[config.mk]
export PLATFORM = sky130hd
export DESIGN_NAME = recent_hash_ring_set_core
export DESIGN_NICKNAME = d
export VERILOG_FILES = /design/src/design/rhrs_pkg.sv /design/src/design/recent_hash_ring_set_core.sv /design/src/design/rhrs_ram.sv
export SDC_FILE = /design/constraint.sdc
export NUM_CORES = 2
export LEC_CHECK = 0
export BUFFER_PORTS_ARGS = -buffer_cell sky130_fd_sc_hd__buf_2
export CELL_PAD_IN_SITES_DETAIL_PLACEMENT = 1
export CELL_PAD_IN_SITES_GLOBAL_PLACEMENT = 1
export CORE_ASPECT_RATIO = 1.5
export CORE_MARGIN = 4
export CORE_UTILIZATION = 50
export CTS_BUF_LIST = sky130_fd_sc_hd__clkbuf_4
export DETAILED_ROUTE_END_ITERATION = 8
export GPL_TIMING_DRIVEN = 0
export PLACE_DENSITY = 0.82
export REMOVE_ABC_BUFFERS = 1
export SETUP_SLACK_MARGIN = 0.15
export SLEW_MARGIN = 10
export SYNTH_ARGS = -nofsm -noshare
export SYNTH_HDL_FRONTEND = slang
export SYNTH_SLANG_ARGS = --single-unit
[constraint.sdc]
create_clock -name clk -period 11.3 [get_ports clk]
set_input_delay 0.565 -clock clk [delete_from_list [all_inputs] [get_ports clk]]
set_output_delay 0.565 -clock clk [all_outputs]
set_load 0.02 [all_outputs]
[src/design/rhrs_pkg.sv]
package rhrs_pkg;

    // Number of slots in the ring. The position and count fields are sized from it.
    localparam int CAPACITY = 16;
    localparam int HASH_W   = 64;
    localparam int CMD_W    = 2;
    localparam int POS_W    = $clog2(CAPACITY + 1);

    // Command codes carried in the command field.
    localparam logic [CMD_W-1:0] CMD_ADD    = 2'd0;
    localparam logic [CMD_W-1:0] CMD_QUERY  = 2'd1;
    localparam logic [CMD_W-1:0] CMD_REMOVE = 2'd2;

    // An empty slot holds the all-ones pattern.
    localparam logic [HASH_W-1:0] EMPTY_SLOT = '1;

    typedef logic [POS_W-1:0] pos_t;

    typedef struct packed {
        logic [CMD_W-1:0]         command;
        logic signed [HASH_W-1:0] hash;
    } cmd_t;

    typedef struct packed {
        logic found;
        pos_t removed_count;
        pos_t write_position;
    } rsp_t;

endpackage

[src/design/recent_hash_ring_set_core.sv]
// Channel  Direction  Handshake               Payload
// cmd      in         cmd_valid / cmd_stall   rhrs_pkg::cmd_t (command, hash)
// rsp      out        rsp_valid / rsp_stall   rhrs_pkg::rsp_t (found, removed_count,
//                                             write_position)
//
// After reset the block writes the empty marker into every slot; cmd_stall
// stays high during that clearing pass.
// An add, or an unused command code, passes through the done state to the result register.
// A query reads one slot per cycle from the entry memory.
// A remove scans the same way, and each deletion adds a shift pass that moves one
// entry per cycle through the single read and write port, then blanks the last slot
// and scans again from the same slot. One command is in work at a time.
// A result waiting on rsp_stall does not stop the next command from being taken.
module recent_hash_ring_set_core (
    input  logic            clk,
    input  logic            rst_n,
    input  logic            cmd_valid,
    output logic            cmd_stall,
    input  rhrs_pkg::cmd_t  cmd,
    output logic            rsp_valid,
    input  logic            rsp_stall,
    output rhrs_pkg::rsp_t  rsp
);

    localparam int CAPACITY = rhrs_pkg::CAPACITY;
    localparam int AW = $clog2(CAPACITY);
    localparam int CW = $clog2(CAPACITY + 1);

    localparam logic [2:0] ST_CLEAR    = 3'd0;
    localparam logic [2:0] ST_IDLE     = 3'd1;
    localparam logic [2:0] ST_SCAN_RD  = 3'd2;
    localparam logic [2:0] ST_SCAN_CMP = 3'd3;
    localparam logic [2:0] ST_SH_WR    = 3'd4;
    localparam logic [2:0] ST_SH_LAST  = 3'd5;
    localparam logic [2:0] ST_DONE     = 3'd6;

    logic [2:0]    state_reg, state_next;
    logic [AW-1:0] clr_reg, clr_next;
    logic [AW-1:0] slot_reg, slot_next;
    logic [AW-1:0] p_reg, p_next;
    logic [CW-1:0] count_reg, count_next;
    logic [CW-1:0] wp_reg, wp_next;
    logic          found_reg, found_next;
    logic          rsp_valid_reg, rsp_valid_next;
    rhrs_pkg::rsp_t rsp_reg, rsp_next;

    logic [rhrs_pkg::CMD_W-1:0]  cmd_code_reg;
    logic [rhrs_pkg::HASH_W-1:0] hash_reg;

    logic                        ram_we;
    logic [AW-1:0]               ram_waddr;
    logic [rhrs_pkg::HASH_W-1:0] ram_wdata;
    logic [AW-1:0]               ram_raddr;
    logic [rhrs_pkg::HASH_W-1:0] ram_rdata;

    logic [CW-1:0] end_pos;
    logic [AW-1:0] last;
    logic [AW-1:0] slot_nx;
    logic [AW-1:0] p_nx;
    logic [AW-1:0] p_nx2;
    logic [AW-1:0] add_addr;
    logic [CW-1:0] count_inc;
    logic          cmd_xfer;
    logic          rsp_free;
    logic          match;

    rhrs_ram #(
        .WIDTH (rhrs_pkg::HASH_W),
        .DEPTH (CAPACITY)
    ) u_entries (
        .clk   (clk),
        .we    (ram_we),
        .waddr (ram_waddr),
        .wdata (ram_wdata),
        .raddr (ram_raddr),
        .rdata (ram_rdata)
    );

    assign cmd_stall = (state_reg != ST_IDLE);
    assign cmd_xfer  = cmd_valid && !cmd_stall;
    assign rsp_valid = rsp_valid_reg;
    assign rsp       = rsp_reg;
    assign rsp_free  = !rsp_valid_reg || !rsp_stall;

    // A write position of zero counts as a full ring while deleting, so the
    // slot that gets blanked is always the one just before the end position.
    assign end_pos = (wp_reg == '0) ? CW'(CAPACITY) : wp_reg;
    assign last    = AW'(end_pos - CW'(1));

    // Successor of a slot around the ring.
    assign slot_nx = (slot_reg == AW'(CAPACITY - 1)) ? '0 : slot_reg + AW'(1);
    assign p_nx    = (p_reg == AW'(CAPACITY - 1)) ? '0 : p_reg + AW'(1);
    assign p_nx2   = (p_nx == AW'(CAPACITY - 1)) ? '0 : p_nx + AW'(1);

    // An add at a full position wraps to slot zero first.
    assign add_addr = (wp_reg >= CW'(CAPACITY)) ? '0 : AW'(wp_reg);

    assign count_inc = count_reg + CW'(1);
    assign match     = (ram_rdata == hash_reg);

    always_comb
    begin
        state_next     = state_reg;
        clr_next       = clr_reg;
        slot_next      = slot_reg;
        p_next         = p_reg;
        count_next     = count_reg;
        wp_next        = wp_reg;
        found_next     = found_reg;
        rsp_next       = rsp_reg;
        rsp_valid_next = rsp_valid_reg && rsp_stall;
        ram_we         = 1'b0;
        ram_waddr      = p_reg;
        ram_wdata      = rhrs_pkg::EMPTY_SLOT;
        ram_raddr      = slot_reg;

        case (state_reg)
            ST_CLEAR:
            begin
                ram_we    = 1'b1;
                ram_waddr = clr_reg;
                if (clr_reg == AW'(CAPACITY - 1))
                begin
                    state_next = ST_IDLE;
                end
                else
                begin
                    clr_next = clr_reg + AW'(1);
                end
            end

            ST_IDLE:
            begin
                if (cmd_xfer)
                begin
                    found_next = 1'b0;
                    count_next = '0;
                    slot_next  = '0;
                    case (cmd.command)
                        rhrs_pkg::CMD_ADD:
                        begin
                            ram_we     = 1'b1;
                            ram_waddr  = add_addr;
                            ram_wdata  = cmd.hash;
                            wp_next    = CW'(add_addr) + CW'(1);
                            state_next = ST_DONE;
                        end
                        rhrs_pkg::CMD_QUERY,
                        rhrs_pkg::CMD_REMOVE:
                        begin
                            state_next = ST_SCAN_RD;
                        end
                        default:
                        begin
                            state_next = ST_DONE;
                        end
                    endcase
                end
            end

            ST_SCAN_RD:
            begin
                ram_raddr  = slot_reg;
                state_next = ST_SCAN_CMP;
            end

            ST_SCAN_CMP:
            begin
                // The successor is read ahead: it is either the next slot to
                // compare or the first entry to move down on a deletion.
                ram_raddr = slot_nx;
                if (match)
                begin
                    if (cmd_code_reg == rhrs_pkg::CMD_QUERY)
                    begin
                        found_next = 1'b1;
                        state_next = ST_DONE;
                    end
                    else
                    begin
                        p_next     = slot_reg;
                        state_next = (slot_reg == last) ? ST_SH_LAST : ST_SH_WR;
                    end
                end
                else if (slot_reg == AW'(CAPACITY - 1))
                begin
                    state_next = ST_DONE;
                end
                else
                begin
                    slot_next = slot_nx;
                end
            end

            ST_SH_WR:
            begin
                // Move the successor's entry down one place and fetch the next.
                ram_we     = 1'b1;
                ram_waddr  = p_reg;
                ram_wdata  = ram_rdata;
                ram_raddr  = p_nx2;
                p_next     = p_nx;
                if (p_nx == last)
                begin
                    state_next = ST_SH_LAST;
                end
            end

            ST_SH_LAST:
            begin
                ram_we     = 1'b1;
                ram_waddr  = last;
                ram_wdata  = rhrs_pkg::EMPTY_SLOT;
                wp_next    = CW'(last);
                count_next = count_inc;
                // The same slot is compared again, since a new entry moved in.
                if (count_inc == CW'(CAPACITY))
                begin
                    state_next = ST_DONE;
                end
                else
                begin
                    state_next = ST_SCAN_RD;
                end
            end

            ST_DONE:
            begin
                if (rsp_free)
                begin
                    rsp_next.found          = found_reg;
                    rsp_next.removed_count  = rhrs_pkg::pos_t'(count_reg);
                    rsp_next.write_position = rhrs_pkg::pos_t'(wp_reg);
                    rsp_valid_next          = 1'b1;
                    state_next              = ST_IDLE;
                end
            end

            default:
            begin
                state_next = ST_IDLE;
            end
        endcase
    end

    always_ff @(posedge clk or negedge rst_n)
    begin
        if (!rst_n)
        begin
            state_reg     <= ST_CLEAR;
            clr_reg       <= '0;
            slot_reg      <= '0;
            p_reg         <= '0;
            count_reg     <= '0;
            wp_reg        <= '0;
            found_reg     <= 1'b0;
            rsp_valid_reg <= 1'b0;
        end
        else
        begin
            state_reg     <= state_next;
            clr_reg       <= clr_next;
            slot_reg      <= slot_next;
            p_reg         <= p_next;
            count_reg     <= count_next;
            wp_reg        <= wp_next;
            found_reg     <= found_next;
            rsp_valid_reg <= rsp_valid_next;
        end
    end

    always_ff @(posedge clk)
    begin
        rsp_reg <= rsp_next;
        if (cmd_xfer)
        begin
            cmd_code_reg <= cmd.command;
            hash_reg     <= cmd.hash;
        end
    end

`ifndef NO_ASSERTIONS
    a_busy_after_transfer: assert property (@(posedge clk) disable iff (!rst_n)
        cmd_xfer |=> state_reg != ST_IDLE)
        else $error("block idle right after taking a command");

    a_rsp_from_done: assert property (@(posedge clk) disable iff (!rst_n)
        $rose(rsp_valid_reg) |-> $past(state_reg) == ST_DONE)
        else $error("response raised outside the done state");

    a_shift_no_collision: assert property (@(posedge clk) disable iff (!rst_n)
        (state_reg == ST_SH_WR && p_nx != last) |-> ram_waddr != ram_raddr)
        else $error("shift pass reads the slot it writes");

    a_count_bound: assert property (@(posedge clk) disable iff (!rst_n)
        state_reg == ST_SH_LAST |-> count_reg < CW'(CAPACITY))
        else $error("deletion count passed the ring capacity");
`endif

endmodule

[src/design/rhrs_ram.sv]
module rhrs_ram #(
    parameter int WIDTH = 64,
    parameter int DEPTH = 16
) (
    input  logic                     clk,
    input  logic                     we,
    input  logic [$clog2(DEPTH)-1:0] waddr,
    input  logic [WIDTH-1:0]         wdata,
    input  logic [$clog2(DEPTH)-1:0] raddr,
    output logic [WIDTH-1:0]         rdata
);

    logic [WIDTH-1:0] mem [DEPTH];

    // Single write port and one registered read port.
    always_ff @(posedge clk)
    begin
        if (we)
        begin
            mem[waddr] <= wdata;
        end
        rdata <= mem[raddr];
    end

endmodule
; After elaboration in Yosys (flattened, before gate mapping)
; Memories as Yosys holds them, arrays and structs flattened. A register that Yosys moved wholly into a read port is not among the register bits.
; Cells that the tools add are included.
[word_totals]
elab_cells = 120
ff_bits = 104
ram_bits = 1024
n_memories = 1
input_bits = 70
[mem_list]
columns = memory, depth, width, read_ports, rd_ports_with_merged_regs, write_ports, line
row1 = u_entries.mem, 16, 64, 1, 1, 1, rhrs_ram.sv:13  ; logic [WIDTH-1:0] mem [DEPTH];
[op_classes]
muxes = 46
bitwise = 1
eq_ne = 29
n_lt_le_gt_ge = 1
reduce_logical = 22
addsub = 7
[ops]
columns = operator, count
row1 = 64-bit two-way mux, 2
row2 = 64-bit case mux with 2 select lines, 1
row3 = 64-bit == test, 1
row4 = 4-bit two-way mux, 12
row5 = 3-bit two-way mux, 8
row6 = 4-bit case mux with 2 select lines, 3
row7 = 3-bit case mux with 7 select lines, 1
row8 = 5-bit case mux with 2 select lines, 2
row9 = "2-bit inequality test, second input constant", 9
row10 = "4-bit by 1-bit adder with 4-bit output, second input constant", 4
row11 = "4-bit == test, second input constant", 4
row12 = 5-bit two-way mux, 3
row13 = 4-bit case mux with 3 select lines, 1
row14 = 1-bit two-way mux, 10
row15 = "3-bit == test, second input constant", 3
row16 = 4-bit == test, 2
row17 = 4-bit AND reduction, 2
row18 = "3-bit by 2-bit == test with 1-bit output, second input constant", 2
row19 = 2-bit AND reduction, 3
row20 = 3-bit AND reduction, 2
row21 = 2-bit nonzero test, 3
row22 = "4-bit by 1-bit adder with 5-bit output, second input constant", 1
row23 = "5-bit by 1-bit adder with 5-bit output, second input constant", 1
row24 = "5-bit == test, second input constant", 1
row25 = 20 further kinds, 25

; Longest topological paths before layout
[logic_depth]
word_depth = 8
ltp_mapped = 14
depth_no_buf = 9

; By module
; Synthesis repeated with hierarchy kept, for this count alone.
[unflattened]
hier_cells = 2283
area_unflattened_um2 = 45635.0
[modules_own_cells]
columns = module, area_each_um2, n_inst, cells_each, seq_area_each_um2
row1 = rhrs_ram, 39583.0, 1, 1647, 32030.7
row2 = recent_hash_ring_set_core, 6052.1, 1, 636, 2987.9

; Least setup slack after synthesis
; No wires, ideal clock.
[synth_timing]
path_type = register -> register
startpoint = register state_reg[1]
endpoint = memory u_entries.mem[7][0], enable pin
slack_ns = 6.158
path_buffers = 2
stages_incl_launch_ff = 10
setup_time_ns = 0.486
t_arrival_ns = 4.655
synth_period_minus_slack_ns = 5.142
cell_sequence = dfrtp_1 > buf_4 > buf_2 > nor3b_1 > nand3_1 > nor2_1 > a221o_1 > nor3b_1 > nand2_1 > nor2_1
[synth_via]
elab_chain_cells = 7
elab_cells_between_ends = 14
[synth_lines]
columns = item, line
row1 = "start, declared", recent_hash_ring_set_core.sv:37  ; logic [2:0] state_reg, state_next;
row2 = "start signal, assigned", recent_hash_ring_set_core.sv:261  ; state_reg <= state_next;
row3 = 3-bit by 1-bit inequality test with 1-bit output, recent_hash_ring_set_core.sv:79  ; assign cmd_stall = (state_reg != ST_IDLE);
row4 = 1-bit logical NOT, recent_hash_ring_set_core.sv:80  ; assign cmd_xfer = cmd_valid && !cmd_stall;
row5 = 1-bit logical AND, recent_hash_ring_set_core.sv:80
row6 = 1-bit two-way mux, recent_hash_ring_set_core.sv:134  ; if (cmd_xfer)
row7 = 1-bit case mux with 2 select lines, recent_hash_ring_set_core.sv:117  ; case (state_reg)
row8 = 1-bit two-way mux, rhrs_ram.sv:18  ; if (we)
row9 = 1-bit two-way mux (not written as such), rhrs_ram.sv:20  ; mem[waddr] <= wdata;
row10 = "end, declared", rhrs_ram.sv:13
; Several ways; a longest one is shown, not always the timed one.

; Worst setup path in the final report
[layout_timing]
startpoint = register state_reg[1]
endpoint = register u_entries.rdata[62] (read register of u_entries.mem)
[layout_via]
elab_chain_cells = 2
elab_cells_between_ends = 3
[layout_lines]
columns = item, line
row1 = 3-bit == test or 3-bit by 2-bit == test with 1-bit output (tied branches), recent_hash_ring_set_core.sv:117
row2 = 4-bit case mux with 2 select lines *, recent_hash_ring_set_core.sv:117
row3 = "end, declared", rhrs_ram.sv:10  ; output logic [WIDTH-1:0] rdata
; Every way passes the cells marked *; elsewhere a longest branch is shown, timed or not.
; A chain may end at the register's enable or synchronous reset.

==> results <==
- The final count of pins violating max slew came to 0.
- In the post-route analysis, the smallest setup slack over all paths is 6.361 ns.
- The cell repeated most along the worst path is sky130_fd_sc_hd__buf_16.
- The worst register-to-register path begins at state_reg[1].
- In this run the cell area of the synthesized design comes to 0.04721 mm².
- The finished cells cover 0.05553 mm².
- By area the synthesized netlist is led by sky130_fd_sc_hd__edfxtp_1 70%, sky130_fd_sc_hd__nand2_1 8.8%, sky130_fd_sc_hd__nand3_1 3.9%.
- Buffers placed on the I/O ports in this run total 82.
- The first global-routing pass estimated 246600 µm of wire.
- The required arrival time at the worst endpoint is 12.45 ns.
- Walking the worst path, the cells encountered are or3b_1 -> nor4_2 -> mux2i_1 -> and2_4 -> buf_16 -> buf_16 -> and2_1 -> a32oi_1 -> and4_1.
- The maximum resistive drop on vdd is 0.2356 mV.
- The count of nets left with antenna violations after detail routing is 0.
- The sequential fraction of the synthesis area is roughly three quarters.
- The clock latency of the later-clocked register in the worst-skew pair is 1.27 ns.
- Sorting the synthesized cells by how often they occur yields 1105 x sky130_fd_sc_hd__nand2_1, 1101 x sky130_fd_sc_hd__edfxtp_1, 370 x sky130_fd_sc_hd__nand3_1, 138 x sky130_fd_sc_hd__o21ai_0, 135 x sky130_fd_sc_hd__clkbuf_1.
- The startpoint kind of the worst setup timing path is a register.
- Entering global routing, the biggest net connects 77 pins.
- The tool flagged a number of max-cap violations equal to 0.
- Counting flops and latches in the post-synthesis netlist gives 1192.
- The leakage power is 19.63 nW.
- Summed over its instances, the top area cell type makes up between 70% and 80% of the synthesized netlist area.
- The site row count is 137.
- The initial detailed-routing violation count is 4619.
- The worst pin sits at a relative slew slack of 11.44%.
- The clock tree from TritonCTS is yes.
- The total design power is 0.01743 W.
- The worst hold margin is approximately 0.061 ns.
- The largest fanout on the critical path is 61.
- The clock edge transition at the registers on the reported setup and hold paths is 0.08 ns.
- Counting every instance in the synthesized netlist gives 3573.
- The arrival time of the worst setup path is 6.09 ns.
- The number of antenna violations at the first check in global routing is 2.
- The run finished with clean final reports.
- The H-tree generated during clock tree synthesis spans 5 levels.
- Setup repair after global routing left no endpoint under its margin.
- The kind of cell with the highest combined delay along the critical path is simple AND/OR/NAND/NOR gates.
- In this run the most critical hold path is launched from cmd[47].
- The clock period minus final worst setup slack is 4.939 ns.
- The via count of the routed design is roughly 35000.
- The worst setup path is captured at a register.
- The final cycle utilization of the critical path is 43.71%.
- The congestion estimate from routability-driven global placement came to 0.7658.
- Counting flops with an async set or reset pin after synthesis yields a share of 2.265%.
- The area growth from synthesis to layout is 17.62%.
- Timing would allow up to 0.2025 GHz.
- Dividing the detail-routed wire length by the instance count gives between 30 and 40 µm.
- The final layout contains 4021 nets.
- The mean post-synth cell area is ~13 µm².
- The area of placed instances is 0.05121 mm².
- The clock tree buffer depth is 4.
- The path type of the worst setup path is register to register.
- For this design, the slowest cell found on the critical path is sky130_fd_sc_hd__dfrtp_1.
- In the routed layout, each cell is associated on average with a via count of 6.417.
- Once the clock tree was built, the resizer swapped 0 gates to a different size.
- In the final timing run, aggregate negative setup slack is 0 ns.
- The die covers 0.09951 mm².
- The power density of the placed cells is 313.8 mW/mm².
- Among all flip-flop cells after synthesis, the most frequent one is sky130_fd_sc_hd__edfxtp_1.
- The horizontal die dimension is 258.9 µm.
- The Yosys step of the flow raised 0 warnings.
- The number of clock sinks is roughly 1200.
- The number of library cell types mapped by synthesis is 69.
- The first-pass detailed-route iteration total is 6.
- Counting both buffers and inverters, the worst setup path holds a total of 2.
- The HPWL reported at the end of detailed placement is 93830 µm.
- 83 I/O pins were placed.
- The total routing resource utilization after global routing is approximately 34%.
- The slew at the pin closest to its max-slew limit is between 1 and 1.5 ns.
- The largest total area in the synthesized netlist belongs to sky130_fd_sc_hd__edfxtp_1.
- The total clock buffers created by CTS is 290.
- In this run the standard cell core region covers between 0.09 and 0.1 mm².
- By instance count, the leading cell after synthesis is sky130_fd_sc_hd__nand2_1.
- The total length of routed wires is 169600 µm.
- The number of enable flip-flop cells after synthesis is roughly 1100.
- The layout cell share with drive strength beyond 1 is 18.11%.
- The tree is rooted in a sky130_fd_sc_hd__clkbuf_4.
- The worst setup slack after placement is 6.627 ns.
- The count of final hold-check violations was 0.
- The worst clock skew on the final layout is 0.07933 ns.
- Setup violations remaining at the end of the flow were counted as 0.
- The DRC violation count after routing is 0.
- The kind of path behind the tightest hold check is input port to register.
- The register with the most flip-flops in the layout has 1024 of them.
- The via count of the first global-routing pass came to roughly 37000.
- Buffers added to address setup during post-CTS repair amount to 0.
- The start point of the critical path is state_reg[1].
- The die is between 300 and 400 µm tall.
- The initial standard-cell utilization of the core is between 50% and 60%.
- The final global-route overflow total is 0.
- The delay of the slowest cell on the worst path is 1.01 ns.
-- stage by stage --
step,utilization [%],std cells
4_1_cts,59.41,5403
3_3_place_gp,51.57,4686
6_report,59.44,5413
3_5_place_dp,54.82,4828
2_1_floorplan,-,3353
5_1_grt,59.43,5409
-- power by group --
part	total (W)	switching, W	internal (W)
clock	0.00370	0.00192	0.00178
combinational	0.00759	0.00522	0.00237
sequential	0.00614	0.000305	0.00584
total	0.0174	0.00744	0.00999
-- cell families (layout without fill, tap and decap cells) --
family	count (synthesis)	in the layout	synth area share [%]
AND/OR/NAND/NOR	1646	1646	15.01
flip-flops	1192	1192	74.17
AO/OA/AOI/OAI	345	345	5.372
buffers and inverters	233	812	2.250
XOR/XNOR	81	81	1.532
multiplexers	67	67	1.426
adder cells (fa/ha/maj)	9	9	0.2385
other	0	10	0
-- cell usage in the layout (no fill, tap or decap), types with 6 or more instances in the layout --
master,synthesis,routed
sky130_fd_sc_hd__nor2_1,36,20
sky130_fd_sc_hd__buf_4,4,16
sky130_fd_sc_hd__buf_2,51,84
sky130_fd_sc_hd__clkinv_2,0,8
sky130_fd_sc_hd__inv_1,13,12
sky130_fd_sc_hd__o21ai_1,43,43
sky130_fd_sc_hd__a221oi_2,40,40
sky130_fd_sc_hd__edfxtp_1,1101,1101
sky130_fd_sc_hd__dfrtp_1,27,27
sky130_fd_sc_hd__buf_8,0,31
sky130_fd_sc_hd__nor4_1,19,19
sky130_fd_sc_hd__ha_1,9,9
sky130_fd_sc_hd__nand4_1,55,55
sky130_fd_sc_hd__nand2_1,1105,1103
sky130_fd_sc_hd__a221oi_1,11,11
sky130_fd_sc_hd__buf_16,0,53
sky130_fd_sc_hd__nor2b_1,7,6
sky130_fd_sc_hd__a32oi_1,62,62
sky130_fd_sc_hd__nor2_4,0,16
sky130_fd_sc_hd__and4_1,15,15
sky130_fd_sc_hd__clkbuf_4,0,435
sky130_fd_sc_hd__diode_2,0,10
sky130_fd_sc_hd__dlygate4sd3_1,0,72
sky130_fd_sc_hd__mux2i_1,65,65
sky130_fd_sc_hd__clkinv_1,0,56
sky130_fd_sc_hd__o21ai_0,138,138
sky130_fd_sc_hd__a21oi_1,12,12
sky130_fd_sc_hd__xnor2_1,6,6
sky130_fd_sc_hd__nand3_1,370,370
sky130_fd_sc_hd__buf_12,0,38
sky130_fd_sc_hd__xor2_1,74,74
sky130_fd_sc_hd__dfxtp_1,64,64
-- final timing paths --
check / endpoint / slack (ns) / cells after the start
min in group asynchronous: p_reg[1] / 0.35 / 4
setup / recovery: u_entries.rdata[62] / 6.36 / 9
max in group asynchronous: wp_reg[4] / 10.74 / 4
setup reg to reg: u_entries.rdata[62] / 6.36 / 9
hold / removal: hash_reg[47] / 0.06 / 2
hold reg to reg: rsp[10] / 0.48 / 0
-- per-layer routing --
layer	routed length (µm)	global-route usage, %
met1	57490	40.35
met2	82770	55.86
met3	17020	7.923
met4	12360	21.26
met5	0	0
-- final cells by class --
type | instances | area (µm²)
fill | 9024 | 37890
sequential | 1192 | 35020
inverter | 13 | 53.80
clock inverter | 67 | 287.8
clock buffer | 435 | 3266
multi-input combinational | 2148 | 11330
timing repair buffer | 297 | 3980
tap | 1251 | 1565
antenna | 10 | 25.02
-- what timing repair did --
action,CTS,global route
setup endpoints to repair,0,0
hold buffers,73,0
hold endpoints to repair,134,0
No activity file was read; power rests on OpenSTA's default activity.
